File: src/rtl/aisnf_pkg.sv
`default_nettype none
package aisnf_pkg;

  localparam int unsigned QUEUE_DEPTH_DEFAULT = 4;

  localparam int unsigned CFG_INDEX_W = 3;
  localparam int unsigned CFG_DATA_W  = 4;
  localparam int unsigned POS_W       = 5;

  typedef enum logic [CFG_INDEX_W-1:0] {
    CFG_FRAGMENT_TOTAL   = 3'd0,
    CFG_FRAG_INDEX       = 3'd1,
    CFG_SEQUENCE_DIGIT   = 3'd2,
    CFG_SEQUENCE_PRESENT = 3'd3,
    CFG_CHANNEL_B        = 3'd4
  } cfg_index_t;

  // character positions within a sentence
  localparam logic [POS_W-1:0] POS_BANG     = 5'd0;
  localparam logic [POS_W-1:0] POS_TAG_A    = 5'd1;
  localparam logic [POS_W-1:0] POS_TAG_I    = 5'd2;
  localparam logic [POS_W-1:0] POS_TAG_V    = 5'd3;
  localparam logic [POS_W-1:0] POS_TAG_D    = 5'd4;
  localparam logic [POS_W-1:0] POS_TAG_M    = 5'd5;
  localparam logic [POS_W-1:0] POS_COMMA0   = 5'd6;
  localparam logic [POS_W-1:0] POS_TOTAL    = 5'd7;
  localparam logic [POS_W-1:0] POS_COMMA1   = 5'd8;
  localparam logic [POS_W-1:0] POS_NUMBER   = 5'd9;
  localparam logic [POS_W-1:0] POS_COMMA2   = 5'd10;
  localparam logic [POS_W-1:0] POS_SEQ      = 5'd11;
  localparam logic [POS_W-1:0] POS_COMMA3   = 5'd12;
  localparam logic [POS_W-1:0] POS_CHANNEL  = 5'd13;
  localparam logic [POS_W-1:0] POS_COMMA4   = 5'd14;
  localparam logic [POS_W-1:0] POS_PAYLOAD  = 5'd15;
  localparam logic [POS_W-1:0] POS_COMMA5   = 5'd16;
  localparam logic [POS_W-1:0] POS_FILL     = 5'd17;
  localparam logic [POS_W-1:0] POS_STAR     = 5'd18;
  localparam logic [POS_W-1:0] POS_HEX_HI   = 5'd19;
  localparam logic [POS_W-1:0] POS_HEX_LO   = 5'd20;
  localparam logic [POS_W-1:0] POS_CR       = 5'd21;
  localparam logic [POS_W-1:0] POS_LAST     = 5'd22;

  typedef struct packed {
    logic [5:0] symbol;
    logic       final_symbol;
    logic [2:0] pad_bits;
    logic       first;
  } item_t;

  typedef struct packed {
    logic [3:0] fragment_total;
    logic [3:0] frag_index;
    logic [3:0] sequence_digit;
    logic       sequence_present;
    logic       channel_b;
  } cfg_t;

  function automatic logic [7:0] digit_char(input logic [3:0] v);
    digit_char = (v > 4'd9) ? 8'h39 : (8'h30 + {4'h0, v});
  endfunction

  function automatic logic [7:0] armor_char(input logic [5:0] s);
    armor_char = (s < 6'd40) ? ({2'b00, s} + 8'd48) : ({2'b00, s} + 8'd56);
  endfunction

  function automatic logic [7:0] hex_char(input logic [3:0] n);
    hex_char = (n < 4'd10) ? (8'h30 + {4'h0, n}) : (8'h37 + {4'h0, n});
  endfunction

endpackage
`default_nettype wire

File: src/rtl/aisnf_queue.sv
`default_nettype none
module aisnf_queue
  import aisnf_pkg::*;
#(
  parameter int unsigned DEPTH = QUEUE_DEPTH_DEFAULT
) (
  input  wire   clk,
  input  wire   rst,
  input  wire   wr,
  input  item_t wr_item,
  output logic  q_full,
  input  wire   rd,
  output item_t rd_item,
  output logic  q_empty
);

  localparam int unsigned AW = (DEPTH > 1) ? $clog2(DEPTH) : 1;
  localparam int unsigned CW = $clog2(DEPTH + 1);
  localparam logic [AW-1:0] LAST_SLOT = AW'(DEPTH - 1);
  localparam logic [CW-1:0] FULL_COUNT = CW'(DEPTH);

  item_t         mem [DEPTH];
  logic [AW-1:0] wr_ptr;
  logic [AW-1:0] rd_ptr;
  logic [CW-1:0] count;
  logic          do_wr;
  logic          do_rd;

  assign q_full  = (count == FULL_COUNT);
  assign q_empty = (count == '0);
  assign do_wr   = wr && !q_full;
  assign do_rd   = rd && !q_empty;
  assign rd_item = mem[rd_ptr];

  always_ff @(posedge clk) begin
    if (do_wr) begin
      mem[wr_ptr] <= wr_item;
    end
  end

  always_ff @(posedge clk) begin
    if (rst) begin
      wr_ptr <= '0;
      rd_ptr <= '0;
      count  <= '0;
    end else begin
      if (do_wr) begin
        wr_ptr <= (wr_ptr == LAST_SLOT) ? '0 : wr_ptr + 1'b1;
      end
      if (do_rd) begin
        rd_ptr <= (rd_ptr == LAST_SLOT) ? '0 : rd_ptr + 1'b1;
      end
      case ({do_wr, do_rd})
        2'b10:   count <= count + 1'b1;
        2'b01:   count <= count - 1'b1;
        default: count <= count;
      endcase
    end
  end

`ifndef SYNTHESIS
  a_count_bound: assert property (@(posedge clk) disable iff (rst)
    count <= FULL_COUNT) else $error("queue count over depth");
  a_count_step: assert property (@(posedge clk) disable iff (rst)
    (do_wr && !do_rd) |=> (count == $past(count) + 1'b1))
    else $error("queue count did not advance on write");
`endif

endmodule
`default_nettype wire

File: src/rtl/aisnf_front.sv
`default_nettype none
module aisnf_front
  import aisnf_pkg::*;
(
  input  wire        clk,
  input  wire        rst,
  input  wire        push,
  input  wire  [5:0] symbol,
  input  wire        final_symbol,
  input  wire  [2:0] pad_bits,
  input  wire        q_full,
  output logic       q_wr,
  output item_t      q_item
);

  logic inside_sentence;
  logic accept;

  assign accept = push && !q_full;
  assign q_wr   = accept;

  always_comb begin
    q_item.symbol       = symbol;
    q_item.final_symbol = final_symbol;
    q_item.pad_bits     = pad_bits;
    q_item.first        = !inside_sentence;
  end

  always_ff @(posedge clk) begin
    if (rst) begin
      inside_sentence <= 1'b0;
    end else if (accept) begin
      inside_sentence <= !final_symbol;
    end
  end

endmodule
`default_nettype wire

File: src/rtl/aisnf_back.sv
`default_nettype none
module aisnf_back
  import aisnf_pkg::*;
(
  input  wire        clk,
  input  wire        rst,
  input  cfg_t       cfg,
  input  item_t      q_item,
  input  wire        q_empty,
  output logic       q_rd,
  output logic       empty,
  input  wire        pop,
  output logic [7:0] character,
  output logic       sentence_end
);

  logic             busy;
  logic [POS_W-1:0] pos;
  item_t            held;
  logic [7:0]       running_xor;
  logic             out_valid;

  item_t            cur;
  logic [POS_W-1:0] pos_cur;
  logic [POS_W-1:0] pos_next;
  logic             have_item;
  logic             out_ready;
  logic             emit;
  logic             last;
  logic [7:0]       ch;

  assign cur       = busy ? held : q_item;
  assign pos_cur   = busy ? pos : (q_item.first ? POS_BANG : POS_PAYLOAD);
  assign have_item = busy || !q_empty;
  assign out_ready = !out_valid || pop;
  assign emit      = have_item && out_ready;
  assign q_rd      = !busy && !q_empty && out_ready;
  assign last      = (pos_cur == POS_LAST) ||
                     ((pos_cur == POS_PAYLOAD) && !cur.final_symbol);
  assign pos_next  = ((pos_cur == POS_COMMA2) && !cfg.sequence_present) ?
                     POS_COMMA3 : pos_cur + 1'b1;
  assign empty     = !out_valid;

  always_comb begin
    case (pos_cur)
      POS_BANG:    ch = 8'h21;
      POS_TAG_A:   ch = 8'h41;
      POS_TAG_I:   ch = 8'h49;
      POS_TAG_V:   ch = 8'h56;
      POS_TAG_D:   ch = 8'h44;
      POS_TAG_M:   ch = 8'h4D;
      POS_TOTAL:   ch = digit_char(cfg.fragment_total);
      POS_NUMBER:  ch = digit_char(cfg.frag_index);
      POS_SEQ:     ch = digit_char(cfg.sequence_digit);
      POS_CHANNEL: ch = cfg.channel_b ? 8'h42 : 8'h41;
      POS_PAYLOAD: ch = armor_char(cur.symbol);
      POS_FILL:    ch = 8'h30 + {5'b0, cur.pad_bits};
      POS_STAR:    ch = 8'h2A;
      POS_HEX_HI:  ch = hex_char(running_xor[7:4]);
      POS_HEX_LO:  ch = hex_char(running_xor[3:0]);
      POS_CR:      ch = 8'h0D;
      POS_LAST:    ch = 8'h0A;
      default:     ch = 8'h2C;
    endcase
  end

  always_ff @(posedge clk) begin
    if (emit) begin
      character    <= ch;
      sentence_end <= (pos_cur == POS_LAST);
      held         <= cur;
      pos          <= pos_next;
      if (pos_cur == POS_BANG) begin
        running_xor <= 8'h00;
      end else if (pos_cur <= POS_FILL) begin
        running_xor <= running_xor ^ ch;
      end
    end
  end

  always_ff @(posedge clk) begin
    if (rst) begin
      busy      <= 1'b0;
      out_valid <= 1'b0;
    end else begin
      if (emit) begin
        busy <= !last;
      end
      if (out_ready) begin
        out_valid <= have_item;
      end
    end
  end

`ifndef SYNTHESIS
  a_done_after_last: assert property (@(posedge clk) disable iff (rst)
    (emit && last) |=> !busy) else $error("sequencer busy after last character");
  a_held_pos: assert property (@(posedge clk) disable iff (rst)
    busy |-> (pos != POS_BANG)) else $error("held position at sentence start");
  a_no_pop_busy: assert property (@(posedge clk) disable iff (rst)
    busy |-> !q_rd) else $error("queue read while a transaction is in flight");
  a_end_is_lf: assert property (@(posedge clk) disable iff (rst)
    (out_valid && sentence_end) |-> (character == 8'h0A))
    else $error("sentence end not on line feed");
`endif

endmodule
`default_nettype wire

File: src/rtl/ais_nmea_sentence_framer_top.sv
// Channel   Handshake                 Payload
// config    cfg_write                 cfg_index[2:0], cfg_data[3:0]
// input     push / full               symbol[5:0], final_symbol, pad_bits[2:0]
// output    empty / pop               character[7:0], sentence_end
//
// One character per cycle leaves the output sequencer unless pop is held off; a middle
// symbol gives one character, the first of a sentence adds the header before it and the
// final one adds fill, checksum and CR LF. The input queue (QUEUE_DEPTH entries) keeps
// taking symbols while the sequencer works. rst is synchronous; it clears the queue,
// sentence tracking and the output stage, and loads the register defaults.
`default_nettype none
module ais_nmea_sentence_framer_top
  import aisnf_pkg::*;
#(
  parameter int unsigned QUEUE_DEPTH = QUEUE_DEPTH_DEFAULT
) (
  input  wire                   clk,
  input  wire                   rst,
  input  wire                   cfg_write,
  input  wire [CFG_INDEX_W-1:0] cfg_index,
  input  wire [CFG_DATA_W-1:0]  cfg_data,
  input  wire                   push,
  output logic                  full,
  input  wire  [5:0]            symbol,
  input  wire                   final_symbol,
  input  wire  [2:0]            pad_bits,
  output logic                  empty,
  input  wire                   pop,
  output logic [7:0]            character,
  output logic                  sentence_end
);

  cfg_t  cfg;
  item_t wr_item;
  item_t rd_item;
  logic  q_wr;
  logic  q_rd;
  logic  q_full;
  logic  q_empty;

  assign full = q_full;

  always_ff @(posedge clk) begin
    if (rst) begin
      cfg.fragment_total   <= 4'd1;
      cfg.frag_index       <= 4'd1;
      cfg.sequence_digit   <= 4'd0;
      cfg.sequence_present <= 1'b0;
      cfg.channel_b        <= 1'b0;
    end else if (cfg_write) begin
      case (cfg_index)
        CFG_FRAGMENT_TOTAL:   cfg.fragment_total   <= cfg_data;
        CFG_FRAG_INDEX:       cfg.frag_index       <= cfg_data;
        CFG_SEQUENCE_DIGIT:   cfg.sequence_digit   <= cfg_data;
        CFG_SEQUENCE_PRESENT: cfg.sequence_present <= cfg_data[0];
        CFG_CHANNEL_B:        cfg.channel_b        <= cfg_data[0];
        default:              ;
      endcase
    end
  end

  aisnf_front u_front (
    .clk          (clk),
    .rst          (rst),
    .push         (push),
    .symbol       (symbol),
    .final_symbol (final_symbol),
    .pad_bits     (pad_bits),
    .q_full       (q_full),
    .q_wr         (q_wr),
    .q_item       (wr_item)
  );

  aisnf_queue #(
    .DEPTH (QUEUE_DEPTH)
  ) u_queue (
    .clk     (clk),
    .rst     (rst),
    .wr      (q_wr),
    .wr_item (wr_item),
    .q_full  (q_full),
    .rd      (q_rd),
    .rd_item (rd_item),
    .q_empty (q_empty)
  );

  aisnf_back u_back (
    .clk          (clk),
    .rst          (rst),
    .cfg          (cfg),
    .q_item       (rd_item),
    .q_empty      (q_empty),
    .q_rd         (q_rd),
    .empty        (empty),
    .pop          (pop),
    .character    (character),
    .sentence_end (sentence_end)
  );

endmodule
`default_nettype wire

File: config.mk
export PLATFORM = sky130hd
export DESIGN_NAME = ais_nmea_sentence_framer_top
export DESIGN_NICKNAME = d
export VERILOG_FILES = /design/src/rtl/aisnf_pkg.sv /design/src/rtl/aisnf_queue.sv /design/src/rtl/aisnf_front.sv /design/src/rtl/aisnf_back.sv /design/src/rtl/ais_nmea_sentence_framer_top.sv
export SDC_FILE = /design/constraint.sdc
export NUM_CORES = 1
export LEC_CHECK = 0
export BUFFER_PORTS_ARGS = -buffer_cell sky130_fd_sc_hd__buf_2
export CORE_MARGIN = 8
export CORE_UTILIZATION = 65
export DETAILED_ROUTE_END_ITERATION = 12
export PLACE_DENSITY = 0.95
export SLEW_MARGIN = 5
export SYNTH_ARGS = -nofsm -noshare
export SYNTH_HDL_FRONTEND = slang
export SYNTH_SLANG_ARGS = --single-unit
export TNS_END_PERCENT = 20
File: constraint.sdc
create_clock -name clk -period 10.2 [get_ports clk]
set_clock_uncertainty 0.2 [all_clocks]
set_input_delay 2.04 -clock clk [delete_from_list [all_inputs] [get_ports clk]]
set_output_delay 2.04 -clock clk [all_outputs]
set_load 0.02 [all_outputs]
[Word level (Yosys, flattened, before mapping)]
Memory sizes are Yosys's and may differ from the RTL's. A register that Yosys moved wholly into a read port is not among the register bits.
Index checks and enable logic that the tools add are counted.
W data, S select, Z words.
Word-level totals
  RAM bits: 44
  input bits: 22
  word-level logic and storage cells: 121
  output and inout bits: 11
  memories kept: 1
  flip-flop bits (word level): 57
Operators by class
  equal/unequal tests: 26
  reduce and logical (&&, ||, !) cells: 32
  order comparisons: 7
  add/subtract/negate cells: 15
  bitwise logic cells: 2
  mux-type cells: 19
Memory list
  u_queue.mem: depth 4, bits a word 11, rd ports 1, clocked after Yosys merged registers in 1, wr ports 1, line aisnf_queue.sv:22  | item_t mem [DEPTH];
Operator list (count)
  $pmux W8 S17: 1
  $mux W8: 7
  $add A6 B4 Y7 const A: 7
  $eq A5 B5 Y1 const B: 6
  $eq A5 B4 Y1 const B: 5
  $eq A5 B3 Y1 const B: 3
  $add A6 B6 Y7 const B: 2
  $reduce_and A2 Y1: 7
  $gt A4 B4 Y1 const B: 3
  $mux W11: 1
  $eq A5 B2 Y1 const B: 2
  $mux W2: 5
  $logic_not A1 Y1: 9
  $logic_and A1 B1 Y1: 8
  $lt A4 B4 Y1 const B: 2
  $xor A8 B8 Y8: 1
  $add A6 B3 Y7 const A: 1
  $eq A2 B2 Y1 const B: 3
  $eq A3 B2 Y1 const B: 2
  $eq A3 B3 Y1 const B: 2
  $logic_not A3 Y1: 2
  $lt A6 B6 Y1 const B: 1
  $pmux W3 S2: 1
  $add A5 B1 Y5 const B: 1
  14 further kinds: 19

[Logic depth before layout (Yosys ltp)]
  depth after elaboration: 7
  gate-level depth with buffers: 15
  gate-level depth less buffers: 11

[Modules after synthesis]
A second synthesis with hierarchy kept.
Second synthesis, totals
  cells, all modules: 412
  area, all modules: 5131.2 um^2
By module, submodules not included
  aisnf_back: sequential area each 940.9 um^2, area each 2317.2 um^2, cells an instance 231, instances 1
  aisnf_queue: sequential area each 1501.4 um^2, area each 2075.7 um^2, cells an instance 111, instances 1
  ais_nmea_sentence_framer_top: sequential area each 280.3 um^2, area each 613.1 um^2, cells an instance 55, instances 1
  aisnf_front: sequential area each 20.0 um^2, area each 125.1 um^2, cells an instance 15, instances 1

[Least setup slack after synthesis]
Ideal clock, no wire load.
  path kind: input-to-reg
  start point: input port pop
  end point: register u_queue.count[2]
  library setup time: 0.071 ns
  path buffers: 0
  arrival: 3.686 ns
  data required time: 9.929 ns
  setup slack: 6.243 ns
  stages: 8
  cell sequence: nor2_1 > nor3_1 > ha_1 > inv_1 > fa_1 > xor2_1 > or3_1 > a21oi_1
On the way
  longest elaborated chain between the ends: 5
  elaborated cells on any way between the ends: 7
RTL lines
  start, declared: line ais_nmea_sentence_framer_top.sv:28  | input wire pop,
  $logic_or A1 B1 Y1 *: line aisnf_back.sv:35  | assign out_ready = !out_valid || pop;
  $logic_and A1 B1 Y1 *: line aisnf_back.sv:37  | assign q_rd = !busy && !q_empty && out_ready;
  $logic_and A1 B1 Y1 *: line aisnf_queue.sv:32  | assign do_rd = rd && !q_empty;
  named net u_queue.do_rd: line aisnf_queue.sv:27  | logic do_rd;
  $eq A2 B1 Y1 or $eq A2 B2 Y1 (tied branches): line aisnf_queue.sv:53  | case ({do_wr, do_rd})
  $pmux W3 S2 or $reduce_bool A2 Y1 (tied branches)
  end signal, assigned: line aisnf_queue.sv:54  | 2'b10: count <= count + 1'b1;
  end signal, assigned: line aisnf_queue.sv:55  | 2'b01: count <= count - 1'b1;
  end signal, assigned: line aisnf_queue.sv:56  | default: count <= count;
  end, declared: line aisnf_queue.sv:25  | logic [CW-1:0] count;
The timed path passes the listed nets; every way through them passes the cells marked *.
A chain may end at the register's enable or synchronous reset.

==> results_dict.tcl <==
set metrics [dict create \
    status "complete, no violations" \
    grt_overflow_total 0 \
    hold_ws_ns 0.317 \
    power.share.sequential 0.405 \
    synth_seq_area_share 0.532 \
    synth_nets 479 \
    cp_top_family "compound AO/OA/AOI/OAI gates" \
    final_area_um2 5550 \
    syn_area_per_cell_um2 11.7 \
    power.density_nw_per_um2 306 \
    synth_top_area_frac 0.431 \
    period_minus_slack_ns 4.19 \
    wl_per_cell_um 18.6 \
    path_max_fanout 18 \
    tightest_slew_ns 1.22 \
    drt-pass1-iter-count 5 \
    power.total_mw 1.70 \
    cp_slowest_stage_delay_ns 0.74 \
    p_switching_mw 0.681 \
    yosys.area.top_type "edfxtp_1" \
    cts.clk_slew.worst_paths_ns 0.10 \
    die_w_um 105 \
    relSlewSlack 0.174 \
    fp.coreArea_um2 7730 \
    cts-root-buf "clkbuf_8" \
    p_sw_frac 0.400 \
    antennaDiodeCount 0 \
    synth.area.top_cells "edfxtp_1 (43%), dfxtp_1 (10%), ha_1 (3.9%)" \
    synthCells 440 \
    antenna_found_initial 0 \
    cts_hold_buffers 0 \
    setup_viol 0 \
    required_ns 10.13 \
    synth_edf_count 74 \
    cts_sinks 100 \
    hold_viol_final 0 \
    synthArstFlopShare 0 \
    max_cap_violations 0 \
    grt_pass1_vias 3359 \
    cts_setup_buffers 0 \
    tns_ns 0 \
    grt_pass1_wl_mm 17.1 \
    cp_cell_sequence "mux2i_1 -> o22ai_2 -> a21oi_1 -> ha_1 -> nor2_1 -> a2111oi_4 -> a21oi_2 -> o221a_4 -> a211o_1 -> mux2i_1" \
    cp.buffers_inverters 0 \
    ys.warnings.count 0 \
    slowest_stage "dfxtp_1" \
    p_leak_nw 2.11 \
    drcViolationCount 0 \
    ys_top_cells_by_count "edfxtp_1 (74), nand2_1 (43), nor2_1 (42), dfxtp_1 (26), inv_1 (26)" \
    fmax_ghz 0.239 \
    p_clk_frac 0.158 \
    dr.first_iter.drc_count 211 \
    clock_latency_ns 0.37 \
    syn-cell-area_um2 5160 \
    postPlaceCellArea_um2 5330 \
    start_util 0.667 \
    pwr-share-comb 0.437 \
    startpoint_type "flip-flop" \
    ios 33 \
    fin_nets 502 \
    critPathCaptureType "flip-flop" \
    drive_gt1_frac 0.150 \
    dieArea_um2 11000 \
    ctsResizeCount 0 \
    ir_drop_v 0.000264 \
    ant_nets 0 \
    rsz0062_at_grt "no" \
    dp.final_hpwl_mm 7.55 \
    area_growth_pct 7.67 \
    hp-class "flip-flop to flip-flop" \
    path_class "flip-flop to flip-flop" \
    tritoncts "done" \
    crit_arrival_ns 4.13 \
    ys_ff_latch 100 \
    cpMostUsedCell "mux2i_1" \
    grt_max_degree 35 \
    yosysMostFrequentCell "edfxtp_1" \
    vias_per_cell 6.16 \
    slew_viol_final 0 \
    fp-row-count 32 \
    cts_buffer_depth 2 \
    wl_mm 10.6 \
    gp_congestion 0.920 \
    period_share 0.411 \
    portBuffers 31 \
    vias 3513 \
    h-tree-depth 3 \
    grtUsageTotal 0.194 \
    synth_cell_type_count 74 \
    die_height_um 105 \
    cts_inserted_buffers 9 \
    internal_power_mw 1.02 \
    synth_flop_cell "edfxtp_1" \
]
## worst register-to-register path: stages (launching register included)
cell and delay [ns]:
dfxtp_1 0.74, mux2i_1 0.42, o22ai_2 0.21, a21oi_1 0.37, ha_1 0.60, nor2_1 0.15
a2111oi_4 0.42, a21oi_2 0.08, o221a_4 0.31, a211o_1 0.33, mux2i_1 0.13
## layout by cell type (no fill, tap or decap), types with 5 or more instances in the layout
cell type   n
o21ai_0    12
a211o_1     7
mux2i_1    19
nor4bb_1    5
nand2b_1    8
nor3_1      6
nor2_1     42
clkbuf_8    9
edfxtp_1   74
dfxtp_1    26
mux4_2      5
and2_1      9
nand3_1     9
ha_1       16
inv_1      26
nand4b_1    5
mux4_1      5
nand2_1    43
buf_2      31
nor2b_1     8
a21oi_1    19
## power by group through the flow
stage | combinational, mW | sequential [mW] | clock (mW)
2_1_floorplan | 0.583 | 0.671 | 0
3_3_place_gp | 0.704 | 0.687 | 0
3_5_place_dp | 0.731 | 0.697 | 0
4_1_cts | 0.737 | 0.688 | 0.273
5_1_grt | 0.812 | 0.703 | 0.286
6_report | 0.743 | 0.690 | 0.269
## path summary, 6_finish.rpt
path	from	end	slack, ns	depth (start not counted)
setup / recovery	flip-flop	u_back.running_xor[2]$_SDFFCE_PN0P_	6.01	10
hold reg to reg	u_queue.count[2]$_SDFFE_PP0P_	u_queue.count[2]$_SDFFE_PP0P_	0.32	2
hold / removal	u_queue.count[2]$_SDFFE_PP0P_	u_queue.count[2]$_SDFFE_PP0P_	0.32	2
setup reg to reg	flip-flop	u_back.running_xor[2]$_SDFFCE_PN0P_	6.01	10
## cell type report
type	instances	area (um2)
sequential	100	2740
multi-input combinational	292	2190
fill	540	2180
timing repair buffer	33	170
tap	102	128
clock buffer	9	124
inverter	27	101
clock inverter	7	93.8
## kinds of logic after synthesis
family,synth area share
AOI/OAI and AO/OA,0.105
buffers and inverters,0.0430
other,0.000727
muxes,0.0992
adders and majority gates,0.0427
and+or+nand+nor,0.165
xor gates and xnor gates,0.0119
DFF,0.532
## metal layers
| layer | wire length [um] | GRT usage | vias to the layer above |
|---|---|---|---|
| met1 | 4390 | 0.231 | 1708 |
| met2 | 5420 | 0.337 | 118 |
| met4 | 219 | 0.0612 | 0 |
| li1 | - | - | 1666 |
| met5 | 0 | 0 | - |
| met3 | 559 | 0.0473 | 21 |
## state kept, by name, summed over array words and instances, names as in the netlist, named ones only
signal	count
u_back.character	7
u_queue.mem	44
u_back.running_xor	7
cfg	14
u_back.held	10
u_back.busy	1
u_front.inside_sentence	1
u_queue.wr_ptr	2
u_back.out_valid	1
u_queue.count	3
u_back.pos	5
u_back.sentence_end	1
u_queue.rd_ptr	2
## metrics by stage
| step | cells | util | setup WS, ns |
|---|---|---|---|
| 5_1_grt | 570 | 0.718 | 5.78 |
| 3_3_place_gp | 554 | 0.690 | 6.09 |
| 4_1_cts | 570 | 0.718 | 6.10 |
| 2_1_floorplan | 440 | - | 6.24 |
| 6_report | 570 | 0.718 | 6.01 |
| 3_5_place_dp | 554 | 0.690 | 6.01 |
Power figures use the tool's default switching activity.
